[src/rtl/tcru_pkg.sv]
// shared types, constants, micro-program and float compare helpers
`default_nettype none
package tcru_pkg;

  // shared arithmetic unit operations
  typedef enum logic [1:0] {FOP_ADD, FOP_SUB, FOP_MUL, FOP_DIV} fop_t;

  // second operand source
  typedef enum logic [1:0] {BSRC_RAM, BSRC_THREE, BSRC_TWO} bsrc_t;

  // sequencer states
  typedef enum logic [2:0] {
    S_IDLE, S_LOAD, S_READ, S_START, S_WAIT, S_ZERO, S_OUT
  } seq_state_t;

  // arithmetic unit states
  typedef enum logic [2:0] {
    F_IDLE, F_SETUP, F_DPRE, F_DIV, F_NORM, F_ROUND, F_DONE
  } fpu_state_t;

  typedef struct packed {
    fop_t       op;
    logic [4:0] a;
    logic [4:0] b;
    bsrc_t      bsrc;
    logic [4:0] dst;
  } uop_t;

  typedef struct packed {
    logic start;
    fop_t op;
  } fpu_req_t;

  typedef struct packed {
    logic        done;
    logic [31:0] res;
  } fpu_rsp_t;

  localparam int RAM_DEPTH = 32;
  localparam int RAM_AW    = 5;

  // configuration register indexes
  localparam logic CFG_LAMBDA = 1'b0;
  localparam logic CFG_ITER   = 1'b1;

  // float constants
  localparam logic [31:0] F_THREE = 32'h4040_0000;
  localparam logic [31:0] F_TWO   = 32'h4000_0000;
  localparam logic [31:0] F_QNAN  = 32'hFFC0_0000;
  localparam logic [31:0] F_QBIT  = 32'h0040_0000;

  // scratch slots
  localparam logic [4:0] SLOT_BASE = 5'd0;
  localparam logic [4:0] SLOT_CORR = 5'd1;
  localparam logic [4:0] SLOT_LIN  = 5'd2;
  localparam logic [4:0] SLOT_OLD  = 5'd3;
  localparam logic [4:0] SLOT_T0   = 5'd4;
  localparam logic [4:0] SLOT_P    = 5'd5;
  localparam logic [4:0] SLOT_Q    = 5'd6;
  localparam logic [4:0] SLOT_X    = 5'd7;
  localparam logic [4:0] SLOT_T1   = 5'd8;
  localparam logic [4:0] SLOT_U    = 5'd9;
  localparam logic [4:0] SLOT_D    = 5'd10;
  localparam logic [4:0] SLOT_DSQ  = 5'd11;
  localparam logic [4:0] SLOT_V    = 5'd12;
  localparam logic [4:0] SLOT_W    = 5'd13;
  localparam logic [4:0] SLOT_W2   = 5'd14;
  localparam logic [4:0] SLOT_F    = 5'd15;
  localparam logic [4:0] SLOT_H    = 5'd16;
  localparam logic [4:0] SLOT_E1   = 5'd17;
  localparam logic [4:0] SLOT_NUM  = 5'd18;
  localparam logic [4:0] SLOT_H2   = 5'd19;
  localparam logic [4:0] SLOT_E2   = 5'd20;
  localparam logic [4:0] SLOT_G1   = 5'd21;
  localparam logic [4:0] SLOT_FF   = 5'd22;
  localparam logic [4:0] SLOT_DEN  = 5'd23;
  localparam logic [4:0] SLOT_R    = 5'd24;
  localparam logic [4:0] SLOT_DIF  = 5'd25;
  localparam logic [4:0] SLOT_DIF2 = 5'd26;

  // program counter landmarks
  localparam logic [4:0] PC_PRE_LAST   = 5'd2;
  localparam logic [4:0] PC_LOOP_FIRST = 5'd3;
  localparam logic [4:0] PC_LOOP_LAST  = 5'd20;
  localparam logic [4:0] PC_POST_FIRST = 5'd21;
  localparam logic [4:0] PC_POST_LAST  = 5'd22;

  function automatic uop_t uprog(input logic [4:0] pc);
    uop_t u;
    case (pc)
      5'd0:    u = uop_t'{FOP_SUB, SLOT_BASE, SLOT_CORR, BSRC_RAM, SLOT_T0};
      5'd1:    u = uop_t'{FOP_DIV, SLOT_LIN, SLOT_T0, BSRC_RAM, SLOT_P};
      5'd2:    u = uop_t'{FOP_DIV, SLOT_OLD, SLOT_T0, BSRC_RAM, SLOT_Q};
      5'd3:    u = uop_t'{FOP_MUL, SLOT_X, SLOT_X, BSRC_THREE, SLOT_T1};
      5'd4:    u = uop_t'{FOP_MUL, SLOT_T1, SLOT_X, BSRC_RAM, SLOT_U};
      5'd5:    u = uop_t'{FOP_ADD, SLOT_U, SLOT_P, BSRC_RAM, SLOT_D};
      5'd6:    u = uop_t'{FOP_MUL, SLOT_D, SLOT_D, BSRC_RAM, SLOT_DSQ};
      5'd7:    u = uop_t'{FOP_MUL, SLOT_X, SLOT_X, BSRC_RAM, SLOT_V};
      5'd8:    u = uop_t'{FOP_ADD, SLOT_V, SLOT_P, BSRC_RAM, SLOT_W};
      5'd9:    u = uop_t'{FOP_MUL, SLOT_W, SLOT_X, BSRC_RAM, SLOT_W2};
      5'd10:   u = uop_t'{FOP_ADD, SLOT_W2, SLOT_Q, BSRC_RAM, SLOT_F};
      5'd11:   u = uop_t'{FOP_MUL, SLOT_F, SLOT_T1, BSRC_RAM, SLOT_H};
      5'd12:   u = uop_t'{FOP_SUB, SLOT_DSQ, SLOT_H, BSRC_RAM, SLOT_E1};
      5'd13:   u = uop_t'{FOP_MUL, SLOT_F, SLOT_E1, BSRC_RAM, SLOT_NUM};
      5'd14:   u = uop_t'{FOP_MUL, SLOT_H, SLOT_H, BSRC_TWO, SLOT_H2};
      5'd15:   u = uop_t'{FOP_SUB, SLOT_DSQ, SLOT_H2, BSRC_RAM, SLOT_E2};
      5'd16:   u = uop_t'{FOP_MUL, SLOT_D, SLOT_E2, BSRC_RAM, SLOT_G1};
      5'd17:   u = uop_t'{FOP_MUL, SLOT_F, SLOT_F, BSRC_RAM, SLOT_FF};
      5'd18:   u = uop_t'{FOP_ADD, SLOT_G1, SLOT_FF, BSRC_RAM, SLOT_DEN};
      5'd19:   u = uop_t'{FOP_DIV, SLOT_NUM, SLOT_DEN, BSRC_RAM, SLOT_R};
      5'd20:   u = uop_t'{FOP_SUB, SLOT_X, SLOT_R, BSRC_RAM, SLOT_X};
      5'd21:   u = uop_t'{FOP_SUB, SLOT_X, SLOT_OLD, BSRC_RAM, SLOT_DIF};
      5'd22:   u = uop_t'{FOP_MUL, SLOT_DIF, SLOT_DIF, BSRC_RAM, SLOT_DIF2};
      default: u = uop_t'{FOP_ADD, SLOT_X, SLOT_X, BSRC_RAM, SLOT_DIF2};
    endcase
    return u;
  endfunction

  function automatic logic fp_is_nan(input logic [31:0] v);
    return (v[30:23] == 8'hFF) && (v[22:0] != 23'd0);
  endfunction

  // total order key for non-NaN values
  function automatic logic [31:0] fp_key(input logic [31:0] v);
    return v[31] ? ~v : {1'b1, v[30:0]};
  endfunction

  function automatic logic fp_gt(input logic [31:0] a, input logic [31:0] b);
    logic r;
    if (fp_is_nan(a) || fp_is_nan(b)) r = 1'b0;
    else if ((a[30:0] == 31'd0) && (b[30:0] == 31'd0)) r = 1'b0;
    else r = fp_key(a) > fp_key(b);
    return r;
  endfunction

  function automatic logic fp_ge(input logic [31:0] a, input logic [31:0] b);
    logic r;
    if (fp_is_nan(a) || fp_is_nan(b)) r = 1'b0;
    else if ((a[30:0] == 31'd0) && (b[30:0] == 31'd0)) r = 1'b1;
    else r = fp_key(a) >= fp_key(b);
    return r;
  endfunction

endpackage
`default_nettype wire

[src/rtl/tcru_ram.sv]
// generic single-write, dual registered-read ram
`default_nettype none
module tcru_ram #(
  parameter int WIDTH = 32,
  parameter int DEPTH = 32
) (
  input  wire logic                     clk,
  input  wire logic                     we,
  input  wire logic [$clog2(DEPTH)-1:0] waddr,
  input  wire logic [WIDTH-1:0]         wdata,
  input  wire logic [$clog2(DEPTH)-1:0] raddr_a,
  input  wire logic [$clog2(DEPTH)-1:0] raddr_b,
  output logic      [WIDTH-1:0]         rdata_a,
  output logic      [WIDTH-1:0]         rdata_b
);

  logic [WIDTH-1:0] mem_r [DEPTH];

  always_ff @(posedge clk) begin
    if (we) begin
      mem_r[waddr] <= wdata;
    end
    rdata_a <= mem_r[raddr_a];
    rdata_b <= mem_r[raddr_b];
  end

endmodule
`default_nettype wire

[src/rtl/tcru_fpu.sv]
// multi-cycle single-precision add, subtract, multiply and divide unit
`default_nettype none
module tcru_fpu (
  input  wire logic               clk,
  input  wire logic               rst_n,
  input  wire tcru_pkg::fpu_req_t req,
  input  wire logic [31:0]        a,
  input  wire logic [31:0]        b,
  output tcru_pkg::fpu_rsp_t      rsp
);

  tcru_pkg::fpu_state_t state_r, state_nxt;
  tcru_pkg::fop_t       op_r, op_nxt;
  logic [31:0]        a_r, a_nxt, b_r, b_nxt, res_r, res_nxt;
  logic [49:0]        m_r, m_nxt;
  logic signed [11:0] ex_r, ex_nxt, ea_r, ea_nxt, eb_r, eb_nxt;
  logic               sign_r, sign_nxt, zs_r, zs_nxt, sub_r, sub_nxt;
  logic [23:0]        sa_r, sa_nxt, sb_r, sb_nxt;
  logic [24:0]        rem_r, rem_nxt;
  logic [25:0]        q_r, q_nxt;
  logic [4:0]         cnt_r, cnt_nxt;

  // setup stage decode
  logic [31:0]        bb;
  logic               a_nan, b_nan, a_inf, b_inf, a_zero, b_zero;
  logic [7:0]         fa_eff, fb_eff;
  logic [23:0]        sig_a, sig_b;
  logic signed [11:0] e_a, e_b;
  logic               spec;
  logic [31:0]        spec_val;
  logic               sgn_md;
  // add path
  logic               swap;
  logic [31:0]        big, sml;
  logic [7:0]         fbig, fsml, dsh;
  logic [49:0]        big_ext, sml_ext, sml_sh;
  logic               sml_st;
  logic [47:0]        prod;
  // divide step
  logic               qbit;
  logic [24:0]        rem_sub;
  // normalise and round
  logic signed [11:0] lead_e, dn_sh;
  logic [5:0]         sh6;
  logic [49:0]        dn_mask;
  logic [23:0]        rsig;
  logic               rnd;
  logic [30:0]        rbase;

  always_comb begin
    bb     = (op_r == tcru_pkg::FOP_SUB) ? {~b_r[31], b_r[30:0]} : b_r;
    a_nan  = tcru_pkg::fp_is_nan(a_r);
    b_nan  = tcru_pkg::fp_is_nan(b_r);
    a_inf  = (a_r[30:0] == 31'h7F80_0000);
    b_inf  = (b_r[30:0] == 31'h7F80_0000);
    a_zero = (a_r[30:0] == 31'd0);
    b_zero = (b_r[30:0] == 31'd0);
    fa_eff = (a_r[30:23] == 8'd0) ? 8'd1 : a_r[30:23];
    fb_eff = (b_r[30:23] == 8'd0) ? 8'd1 : b_r[30:23];
    sig_a  = {a_r[30:23] != 8'd0, a_r[22:0]};
    sig_b  = {b_r[30:23] != 8'd0, b_r[22:0]};
    e_a    = $signed({4'd0, fa_eff}) - 12'sd127;
    e_b    = $signed({4'd0, fb_eff}) - 12'sd127;
    sgn_md = a_r[31] ^ b_r[31];

    spec     = 1'b1;
    spec_val = tcru_pkg::F_QNAN;
    if (a_nan) begin
      spec_val = a_r | tcru_pkg::F_QBIT;
    end else if (b_nan) begin
      spec_val = b_r | tcru_pkg::F_QBIT;
    end else begin
      case (op_r)
        tcru_pkg::FOP_ADD, tcru_pkg::FOP_SUB: begin
          if (a_inf && b_inf && (a_r[31] != bb[31])) spec_val = tcru_pkg::F_QNAN;
          else if (a_inf) spec_val = a_r;
          else if (b_inf) spec_val = bb;
          else spec = 1'b0;
        end
        tcru_pkg::FOP_MUL: begin
          if ((a_inf && b_zero) || (a_zero && b_inf)) spec_val = tcru_pkg::F_QNAN;
          else if (a_inf || b_inf) spec_val = {sgn_md, 31'h7F80_0000};
          else if (a_zero || b_zero) spec_val = {sgn_md, 31'd0};
          else spec = 1'b0;
        end
        tcru_pkg::FOP_DIV: begin
          if ((a_zero && b_zero) || (a_inf && b_inf)) spec_val = tcru_pkg::F_QNAN;
          else if (a_inf || b_zero) spec_val = {sgn_md, 31'h7F80_0000};
          else if (b_inf || a_zero) spec_val = {sgn_md, 31'd0};
          else spec = 1'b0;
        end
        default: spec = 1'b1;
      endcase
    end

    // alignment for add and subtract
    swap    = bb[30:0] > a_r[30:0];
    big     = swap ? bb : a_r;
    sml     = swap ? a_r : bb;
    fbig    = (big[30:23] == 8'd0) ? 8'd1 : big[30:23];
    fsml    = (sml[30:23] == 8'd0) ? 8'd1 : sml[30:23];
    dsh     = fbig - fsml;
    big_ext = {1'b0, big[30:23] != 8'd0, big[22:0], 25'd0};
    sml_ext = {1'b0, sml[30:23] != 8'd0, sml[22:0], 25'd0};
    sml_sh  = sml_ext >> dsh;
    sml_st  = (sml_ext & ~({50{1'b1}} << dsh)) != 50'd0;

    prod = sig_a * sig_b;

    rem_sub = rem_r - {1'b0, sb_r};
    qbit    = rem_r >= {1'b0, sb_r};

    lead_e  = ex_r + 12'sd49;
    dn_sh   = -12'sd126 - lead_e;
    sh6     = (dn_sh > 12'sd50) ? 6'd50 : dn_sh[5:0];
    dn_mask = ~({50{1'b1}} << sh6);
    rsig    = m_r[49:26];
    rnd     = m_r[25] && ((m_r[24:0] != 25'd0) || rsig[0]);
    rbase   = sub_r ? {8'd0, rsig[22:0]} : {lead_e[7:0] + 8'd127, rsig[22:0]};
  end

  // datapath next values
  always_comb begin
    op_nxt   = op_r;
    a_nxt    = a_r;
    b_nxt    = b_r;
    res_nxt  = res_r;
    m_nxt    = m_r;
    ex_nxt   = ex_r;
    ea_nxt   = ea_r;
    eb_nxt   = eb_r;
    sign_nxt = sign_r;
    zs_nxt   = zs_r;
    sub_nxt  = sub_r;
    sa_nxt   = sa_r;
    sb_nxt   = sb_r;
    rem_nxt  = rem_r;
    q_nxt    = q_r;
    cnt_nxt  = cnt_r;
    case (state_r)
      tcru_pkg::F_IDLE: begin
        if (req.start) begin
          op_nxt = req.op;
          a_nxt  = a;
          b_nxt  = b;
        end
      end
      tcru_pkg::F_SETUP: begin
        res_nxt = spec_val;
        sub_nxt = 1'b0;
        sa_nxt  = sig_a;
        sb_nxt  = sig_b;
        ea_nxt  = e_a;
        eb_nxt  = e_b;
        cnt_nxt = 5'd0;
        if (op_r == tcru_pkg::FOP_MUL || op_r == tcru_pkg::FOP_DIV) begin
          sign_nxt = sgn_md;
          m_nxt    = {prod, 2'b00};
          ex_nxt   = e_a + e_b - 12'sd48;
        end else begin
          sign_nxt = big[31];
          zs_nxt   = a_r[31] & bb[31];
          ex_nxt   = $signed({4'd0, fbig}) - 12'sd127 - 12'sd48;
          if (a_r[31] ^ bb[31]) m_nxt = big_ext - (sml_sh | {49'd0, sml_st});
          else m_nxt = big_ext + (sml_sh | {49'd0, sml_st});
        end
      end
      tcru_pkg::F_DPRE: begin
        if (!sa_r[23]) begin
          sa_nxt = {sa_r[22:0], 1'b0};
          ea_nxt = ea_r - 12'sd1;
        end else if (!sb_r[23]) begin
          sb_nxt = {sb_r[22:0], 1'b0};
          eb_nxt = eb_r - 12'sd1;
        end else begin
          rem_nxt = {1'b0, sa_r};
          q_nxt   = 26'd0;
        end
      end
      tcru_pkg::F_DIV: begin
        rem_nxt = {(qbit ? rem_sub[23:0] : rem_r[23:0]), 1'b0};
        q_nxt   = {q_r[24:0], qbit};
        cnt_nxt = cnt_r + 5'd1;
        m_nxt   = {q_r[24:0], qbit, 23'd0, (qbit ? rem_sub : rem_r) != 25'd0};
        ex_nxt  = ea_r - eb_r - 12'sd49;
      end
      tcru_pkg::F_NORM: begin
        if (m_r == 50'd0) begin
          res_nxt = {zs_r, 31'd0};
        end else if (!m_r[49]) begin
          if (m_r[49:42] == 8'd0) begin
            m_nxt  = {m_r[41:0], 8'd0};
            ex_nxt = ex_r - 12'sd8;
          end else begin
            m_nxt  = {m_r[48:0], 1'b0};
            ex_nxt = ex_r - 12'sd1;
          end
        end else if (lead_e < -12'sd126) begin
          // below the normal range: shift into subnormal position
          m_nxt   = (m_r >> sh6) | {49'd0, (m_r & dn_mask) != 50'd0};
          sub_nxt = 1'b1;
        end
      end
      tcru_pkg::F_ROUND: begin
        if (!sub_r && lead_e > 12'sd127) res_nxt = {sign_r, 31'h7F80_0000};
        else res_nxt = {sign_r, rbase + {30'd0, rnd}};
      end
      default: begin
      end
    endcase
  end

  // next state
  always_comb begin
    state_nxt = state_r;
    case (state_r)
      tcru_pkg::F_IDLE:  if (req.start) state_nxt = tcru_pkg::F_SETUP;
      tcru_pkg::F_SETUP: begin
        if (spec) state_nxt = tcru_pkg::F_DONE;
        else if (op_r == tcru_pkg::FOP_DIV) state_nxt = tcru_pkg::F_DPRE;
        else state_nxt = tcru_pkg::F_NORM;
      end
      tcru_pkg::F_DPRE:  if (sa_r[23] && sb_r[23]) state_nxt = tcru_pkg::F_DIV;
      tcru_pkg::F_DIV:   if (cnt_r == 5'd25) state_nxt = tcru_pkg::F_NORM;
      tcru_pkg::F_NORM: begin
        if (m_r == 50'd0) state_nxt = tcru_pkg::F_DONE;
        else if (m_r[49]) state_nxt = tcru_pkg::F_ROUND;
      end
      tcru_pkg::F_ROUND: state_nxt = tcru_pkg::F_DONE;
      tcru_pkg::F_DONE:  state_nxt = tcru_pkg::F_IDLE;
      default:           state_nxt = tcru_pkg::F_IDLE;
    endcase
  end

  // outputs
  always_comb begin
    rsp.done = (state_r == tcru_pkg::F_DONE);
    rsp.res  = res_r;
  end

  always_ff @(posedge clk) begin
    if (!rst_n) begin
      state_r <= tcru_pkg::F_IDLE;
    end else begin
      state_r <= state_nxt;
    end
    op_r   <= op_nxt;
    a_r    <= a_nxt;
    b_r    <= b_nxt;
    res_r  <= res_nxt;
    m_r    <= m_nxt;
    ex_r   <= ex_nxt;
    ea_r   <= ea_nxt;
    eb_r   <= eb_nxt;
    sign_r <= sign_nxt;
    zs_r   <= zs_nxt;
    sub_r  <= sub_nxt;
    sa_r   <= sa_nxt;
    sb_r   <= sb_nxt;
    rem_r  <= rem_nxt;
    q_r    <= q_nxt;
    cnt_r  <= cnt_nxt;
  end

endmodule
`default_nettype wire

[src/rtl/thresholded_cubic_root_update_unit.sv]
// thresholded cubic root update: sequencer around one shared float unit
//
// usage
//   in_*  : one element per transfer (base, correction, linear term, old
//           parameter as single-precision bits, tlast closes a block)
//   out_* : one result per element (new parameter, running maximum of the
//           squared change, tlast echoes the block end)
//   cfg_* : write-only registers, to be written while the unit is idle;
//           the block itself does not enforce this
// operation
//   one element at a time; in_tready is high only while idle.  each float
//   operation fetches its operands from the scratch ram, then runs in the
//   shared unit, longer after cancellation or with subnormals; a divide
//   uses a 26-step restoring divider.  an element runs loading, setup and
//   wrap-up plus each refinement step, ten by default; none below threshold
// reset
//   threshold 0, ten steps, running maximum +0, no result pending
// stall
//   a finished result sits in the output register; the unit takes the next
//   element meanwhile and holds its own result until the register drains
`default_nettype none
module thresholded_cubic_root_update_unit (
  input  wire logic         clk,
  input  wire logic         rst_n,
  input  wire logic         in_tvalid,
  output logic              in_tready,
  // base_value, correction, linear_term, old_param (lowest bit up)
  input  wire logic [127:0] in_tdata,
  // item_last
  input  wire logic         in_tlast,
  output logic              out_tvalid,
  input  wire logic         out_tready,
  // new_param, max_sq_change (lowest bit up)
  output logic [63:0]       out_tdata,
  // block_done
  output logic              out_tlast,
  input  wire logic         cfg_we,
  input  wire logic         cfg_addr,
  input  wire logic [31:0]  cfg_wdata
);

  tcru_pkg::seq_state_t state_r, state_nxt;
  logic [4:0]   pc_r, pc_nxt;
  logic [2:0]   ld_r, ld_nxt;
  logic [4:0]   iter_r, iter_nxt;
  logic [127:0] item_r, item_nxt;
  logic         last_r, last_nxt;
  logic [31:0]  lambda_r;
  logic [4:0]   steps_r;
  logic [31:0]  run_max_r, run_max_nxt;
  logic [31:0]  x_r, x_nxt;
  logic [31:0]  diff2_r, diff2_nxt;
  logic         out_valid_r, out_valid_nxt;
  logic [63:0]  out_data_r, out_data_nxt;
  logic         out_last_r, out_last_nxt;

  tcru_pkg::uop_t     uop;
  tcru_pkg::fpu_req_t fpu_req;
  tcru_pkg::fpu_rsp_t fpu_rsp;
  logic        ram_we;
  logic [4:0]  ram_waddr;
  logic [31:0] ram_wdata, rd_a, rd_b, op_b;
  logic        out_free, keep;
  logic [4:0]  steps_eff;
  logic [31:0] neg_lambda, new_max;

  assign uop        = tcru_pkg::uprog(pc_r);
  assign out_free   = !out_valid_r || out_tready;
  assign steps_eff  = (steps_r == 5'd0) ? 5'd1 : steps_r;
  assign neg_lambda = {~lambda_r[31], lambda_r[30:0]};
  // threshold test on q, which is the result of the last setup operation
  assign keep       = tcru_pkg::fp_ge(fpu_rsp.res, lambda_r) ||
                      tcru_pkg::fp_ge(neg_lambda, fpu_rsp.res);
  assign new_max    = tcru_pkg::fp_gt(run_max_r, diff2_r) ? run_max_r : diff2_r;

  // constant operands come from the sequencer, not the scratch ram
  always_comb begin
    case (uop.bsrc)
      tcru_pkg::BSRC_THREE: op_b = tcru_pkg::F_THREE;
      tcru_pkg::BSRC_TWO:   op_b = tcru_pkg::F_TWO;
      default:              op_b = rd_b;
    endcase
  end

  tcru_ram #(
    .WIDTH (32),
    .DEPTH (tcru_pkg::RAM_DEPTH)
  ) u_scratch (
    .clk     (clk),
    .we      (ram_we),
    .waddr   (ram_waddr),
    .wdata   (ram_wdata),
    .raddr_a (uop.a),
    .raddr_b (uop.b),
    .rdata_a (rd_a),
    .rdata_b (rd_b)
  );

  tcru_fpu u_fpu (
    .clk   (clk),
    .rst_n (rst_n),
    .req   (fpu_req),
    .a     (rd_a),
    .b     (op_b),
    .rsp   (fpu_rsp)
  );

  // next state
  always_comb begin
    state_nxt = state_r;
    case (state_r)
      tcru_pkg::S_IDLE:  if (in_tvalid) state_nxt = tcru_pkg::S_LOAD;
      tcru_pkg::S_LOAD:  if (ld_r == 3'd4) state_nxt = tcru_pkg::S_READ;
      tcru_pkg::S_READ:  state_nxt = tcru_pkg::S_START;
      tcru_pkg::S_START: state_nxt = tcru_pkg::S_WAIT;
      tcru_pkg::S_WAIT: begin
        if (fpu_rsp.done) begin
          if (pc_r == tcru_pkg::PC_POST_LAST) state_nxt = tcru_pkg::S_OUT;
          else if (pc_r == tcru_pkg::PC_PRE_LAST && !keep) state_nxt = tcru_pkg::S_ZERO;
          else state_nxt = tcru_pkg::S_READ;
        end
      end
      tcru_pkg::S_ZERO:  state_nxt = tcru_pkg::S_READ;
      tcru_pkg::S_OUT:   if (out_free) state_nxt = tcru_pkg::S_IDLE;
      default:           state_nxt = tcru_pkg::S_IDLE;
    endcase
  end

  // outputs and datapath
  always_comb begin
    in_tready     = (state_r == tcru_pkg::S_IDLE);
    fpu_req.start = (state_r == tcru_pkg::S_START);
    fpu_req.op    = uop.op;
    ram_we        = 1'b0;
    ram_waddr     = uop.dst;
    ram_wdata     = fpu_rsp.res;
    pc_nxt        = pc_r;
    ld_nxt        = ld_r;
    iter_nxt      = iter_r;
    item_nxt      = item_r;
    last_nxt      = last_r;
    x_nxt         = x_r;
    diff2_nxt     = diff2_r;
    run_max_nxt   = run_max_r;
    out_valid_nxt = out_valid_r && !out_tready;
    out_data_nxt  = out_data_r;
    out_last_nxt  = out_last_r;
    case (state_r)
      tcru_pkg::S_IDLE: begin
        ld_nxt = 3'd0;
        pc_nxt = 5'd0;
        if (in_tvalid) begin
          item_nxt = in_tdata;
          last_nxt = in_tlast;
        end
      end
      tcru_pkg::S_LOAD: begin
        // old parameter goes in twice: as itself and as the start estimate
        ram_we = 1'b1;
        ld_nxt = ld_r + 3'd1;
        case (ld_r)
          3'd0:    begin ram_waddr = tcru_pkg::SLOT_BASE; ram_wdata = item_r[31:0];   end
          3'd1:    begin ram_waddr = tcru_pkg::SLOT_CORR; ram_wdata = item_r[63:32];  end
          3'd2:    begin ram_waddr = tcru_pkg::SLOT_LIN;  ram_wdata = item_r[95:64];  end
          3'd3:    begin ram_waddr = tcru_pkg::SLOT_OLD;  ram_wdata = item_r[127:96]; end
          default: begin ram_waddr = tcru_pkg::SLOT_X;    ram_wdata = item_r[127:96]; end
        endcase
      end
      tcru_pkg::S_WAIT: begin
        if (fpu_rsp.done) begin
          ram_we = 1'b1;
          if (pc_r == tcru_pkg::PC_PRE_LAST) begin
            pc_nxt   = tcru_pkg::PC_LOOP_FIRST;
            iter_nxt = 5'd0;
          end else if (pc_r == tcru_pkg::PC_LOOP_LAST) begin
            // one refinement step done
            x_nxt    = fpu_rsp.res;
            iter_nxt = iter_r + 5'd1;
            if (iter_r + 5'd1 < steps_eff) pc_nxt = tcru_pkg::PC_LOOP_FIRST;
            else pc_nxt = tcru_pkg::PC_POST_FIRST;
          end else if (pc_r == tcru_pkg::PC_POST_LAST) begin
            diff2_nxt = fpu_rsp.res;
          end else begin
            pc_nxt = pc_r + 5'd1;
          end
        end
      end
      tcru_pkg::S_ZERO: begin
        // below threshold: the new parameter is +0
        ram_we    = 1'b1;
        ram_waddr = tcru_pkg::SLOT_X;
        ram_wdata = 32'd0;
        x_nxt     = 32'd0;
        pc_nxt    = tcru_pkg::PC_POST_FIRST;
      end
      tcru_pkg::S_OUT: begin
        if (out_free) begin
          out_valid_nxt = 1'b1;
          out_data_nxt  = {new_max, x_r};
          out_last_nxt  = last_r;
          run_max_nxt   = last_r ? 32'd0 : new_max;
        end
      end
      default: begin
      end
    endcase
  end

  always_ff @(posedge clk) begin
    if (!rst_n) begin
      state_r     <= tcru_pkg::S_IDLE;
      pc_r        <= 5'd0;
      ld_r        <= 3'd0;
      iter_r      <= 5'd0;
      lambda_r    <= 32'd0;
      steps_r     <= 5'd10;
      run_max_r   <= 32'd0;
      out_valid_r <= 1'b0;
    end else begin
      state_r     <= state_nxt;
      pc_r        <= pc_nxt;
      ld_r        <= ld_nxt;
      iter_r      <= iter_nxt;
      run_max_r   <= run_max_nxt;
      out_valid_r <= out_valid_nxt;
      if (cfg_we) begin
        if (cfg_addr == tcru_pkg::CFG_LAMBDA) lambda_r <= cfg_wdata;
        else steps_r <= cfg_wdata[4:0];
      end
    end
    item_r     <= item_nxt;
    last_r     <= last_nxt;
    x_r        <= x_nxt;
    diff2_r    <= diff2_nxt;
    out_data_r <= out_data_nxt;
    out_last_r <= out_last_nxt;
  end

  assign out_tvalid = out_valid_r;
  assign out_tdata  = out_data_r;
  assign out_tlast  = out_last_r;

  // program counter stays inside the micro-program
  a_pc_range: assert property (@(posedge clk) disable iff (!rst_n)
    pc_r <= tcru_pkg::PC_POST_LAST)
    else $error("pc out of range");

  // the float unit only finishes while the sequencer waits for it
  a_done_in_wait: assert property (@(posedge clk) disable iff (!rst_n)
    fpu_rsp.done |-> state_r == tcru_pkg::S_WAIT)
    else $error("float unit result outside wait");

  // a block end clears the running maximum
  a_block_clear: assert property (@(posedge clk) disable iff (!rst_n)
    (state_r == tcru_pkg::S_OUT && out_free && last_r) |=> run_max_r == 32'd0)
    else $error("running maximum not cleared");

  // results are only produced once the output register is free
  a_no_overwrite: assert property (@(posedge clk) disable iff (!rst_n)
    (out_valid_r && !out_tready) |-> out_valid_nxt)
    else $error("pending result dropped");

endmodule
`default_nettype wire
[config.mk]
export PLATFORM = sky130hd
export DESIGN_NAME = thresholded_cubic_root_update_unit
export DESIGN_NICKNAME = d
export VERILOG_FILES = /design/src/rtl/tcru_pkg.sv /design/src/rtl/tcru_ram.sv /design/src/rtl/tcru_fpu.sv /design/src/rtl/thresholded_cubic_root_update_unit.sv
export SDC_FILE = /design/constraint.sdc
export NUM_CORES = 2
export LEC_CHECK = 0
export BUFFER_PORTS_ARGS = -buffer_cell sky130_fd_sc_hd__buf_2
export CELL_PAD_IN_SITES_DETAIL_PLACEMENT = 2
export CELL_PAD_IN_SITES_GLOBAL_PLACEMENT = 2
export CORE_ASPECT_RATIO = 1.5
export CORE_MARGIN = 5
export CORE_UTILIZATION = 25
export CTS_CLUSTER_SIZE = 28
export DETAILED_ROUTE_END_ITERATION = 6
export GPL_TIMING_DRIVEN = 0
export PLACE_DENSITY = 0.49
export SETUP_SLACK_MARGIN = 0.1
export SLEW_MARGIN = 20
export SYNTH_ARGS = -nofsm -noshare
export SYNTH_HDL_FRONTEND = slang
export SYNTH_SLANG_ARGS = --single-unit
[constraint.sdc]
create_clock -name clk -period 14 [get_ports clk]
set_clock_uncertainty 0.05 [all_clocks]
set_input_delay 0.7 -clock clk [delete_from_list [all_inputs] [get_ports clk]]
set_output_delay 0.7 -clock clk [all_outputs]
set_load 0.05 [all_outputs]
==> metrics.cfg <==
[outcome]
status = finished clean

[global_routing]
grt_overflow = 0
grt_pass1_vias = 96936
antenna_found_initial = 30
track_usage_pct = 24.00
grt_pass1_wl_um = 797200
grt_start_max_net_pins = 62

[yosys]
synth_nets = 10614
synth-xor-area-share_pct = 2.920
synth_area_um2 = 114900
synth_top_family_by_area = multiplexers
async_reset_ff_share_pct = 0
synth_fa_ha_area_share_pct = 13.71
synth.top_cell.area_share_pct = 41.09
ys_types = 114
yosys.area_share.simple_pct = 10.26
synth_edf_count = 1572
synth_top_cell_by_area = edfxtp_1
ys_top_cells_by_count = edfxtp_1 (1572), nand2_1 (1081), inv_1 (738)
synth_ff_type = edfxtp_1
synth-seq-area-share_pct = 44.08
ys_seq_elements = 1744
netlist_top_cells_area = edfxtp_1 (41%), mux4_2 (13%), fa_1 (8.5%), ha_1 (5.2%), nand2_1 (3.5%)
synth.avg_cell_area_um2 = 12.12
yosys.cell_count.top_type = edfxtp_1
yosysWarnings = 0
synth_compound_area_share_pct = 8.748
yosys-mux-area-fraction_pct = 15.67
synthCells = 9481

[timing]
finalSetupViolations = 0
slew_headroom_pct = 6.147
slew_violations = 0
grt_setup_unrepaired = yes
fin_crit_sh_pct = 97.38
worst_pin_slew_ps = 1408
final_hold_viol_count = 0
timing.fmax_mhz = 73.35
period_minus_slack_ps = 13630

[floorplan]
floorplan.initialDensity_pct = 25.03
core_um2 = 459100
die_h_um = 840.3
row_count = 305
die_area_um2 = 473500
die_w_um = 563.5
io_pins = 234

[finish]
multi_input_area_um2 = 60110
seq_area_um2 = 50650
finalNetCount = 11382
drive_above_1_share_pct = 18.04
instances_no_fill = 16560
nFillCells = 48579
area_growth_pct = 18.49

[detailed_routing]
drtIter0Drc = 5516
ant_nets = 0
vias = 85439
drc = 0
dr.pass1.iters = 5
wl_per_cell_um = 35.08
viasPerCell = 5.159
drt_wl_total_um = 581000

[clock_tree]
cts_root_buffer = clkbuf_16
h-tree-depth = 4
cts.clk_slew.worst_paths_ps = 60
cts_max_path_buffers = 4
numCtsBuffers = 196
cts_tree = built
clk_latency_ps = 900
cts.sinks = 1744

[critical_path]
cp-end-kind = flip-flop
critPathKind = flip-flop to flip-flop
critPathMaxFanout = 10
cpPeakStageDelay_ps = 820
arrival_ps = 14290
worstPathRequired_ps = 14650
path_common_cell = buf_4
crit_path_top_delay_cell = nor3_1
crit_path_start_kind = flip-flop

[placed_design]
hpwl_um = 462200
dp.cells = 16006
place_congestion = 0.9522
io_buffers = 231

[job]
maxCapViolations = 0

[min_path]
hold_class = input port to flip-flop

[registers in the layout, indices dropped and copies added, names as in the netlist, 50 cells and up]
register and cells:
u_scratch.mem_r 1024, item_r 128, out_tdata 64, u_fpu.m_r 50
[cell type report]
class                           instances  area share (%)
Antenna cell                           20         0.03677
Buffer                                643           2.014
Clock buffer                          243           3.869
Clock inverter                        106          0.7197
Inverter                              743           2.075
Multi-Input combinational cell       6351           44.16
Sequential cell                      1744           37.21
Tap cell                             6140           5.644
Timing Repair Buffer                  570           4.279
[final timing paths]
kind | startpoint | endpoint | slack [ps] | depth (start not counted)
worst max-delay path | u_fpu.a_r[21] | u_fpu.m_r[48] | 370 | 45
worst min register to register | u_scratch.rdata_a[6] | u_fpu.a_r[6] | 350 | 0
worst min-delay path | cfg_wdata[13] | lambda_r[13] | 70 | 3
worst max register to register | u_fpu.a_r[21] | u_fpu.m_r[48] | 370 | 45
[critical path: cells and delay by family, from the launching register on]
kind	cells	cell delay [ps]
buf+inv	16	4220
simple gates	12	3710
compound gates	11	2770
fa+ha+maj	4	1530
mux	2	700
flops	1	450
[metrics by stage]
step           TNS [ps]  utilization [%]  setup slack [ps]  instance area (µm²)  hold slack (ps)
6_report              0            29.65             366.5               136100            65.48
5_1_grt               0            29.65             17.53               136100            48.82
4_1_cts               0            29.58             161.9               135800            6.814
3_5_place_dp     -97350            27.79             -4089               127600            342.5
3_3_place_gp    -111180            26.95             -4590               123700            340.5
2_1_floorplan         0                -              3195               114900            335.5
[kinds of logic (layout without fill, tap and decap cells)]
kind of cell | count (synthesis) | after routing
fa+ha+maj | 967 | 967
compound gates | 1526 | 1526
simple gates | 2496 | 2496
flops | 1744 | 1744
xor+xnor | 383 | 383
mux | 979 | 979
buf+inv | 1386 | 2305
other cells | 0 | 20
[cells in the final DEF (no fill, tap or decap), drive strengths merged, types with 374 or more instances in the layout]
cell	n
fa	487
o21ai	374
edfxtp	1572
mux4	643
buf	570
ha	479
inv	736
nor2	423
nand2	1082
clkbuf	730
[layer usage]
layer	track usage, %	part of all wire [%]	vias up
met1	25.38	36	46048
met2	46.46	55	2117
met4	12.86	6.6	4
met3	2.125	2.9	936
li1	-	-	36334
met5	0	0.0046	-
[what timing repair did]
| item | CTS | global route |
|---|---|---|
| hold buffers | 154 | 0 |
| endpoints found under the hold margin | 159 | 0 |
| gates resized for setup | 90 | 43 |
| buffers inserted | 17 | 9 |
| setup endpoints to repair | 50 | 10 |
| pin swaps | 3 | 2 |
Power is left out: the tool's default activity adds up to more than one toggle a clock period on the data nets, which glitch-free logic cannot reach.
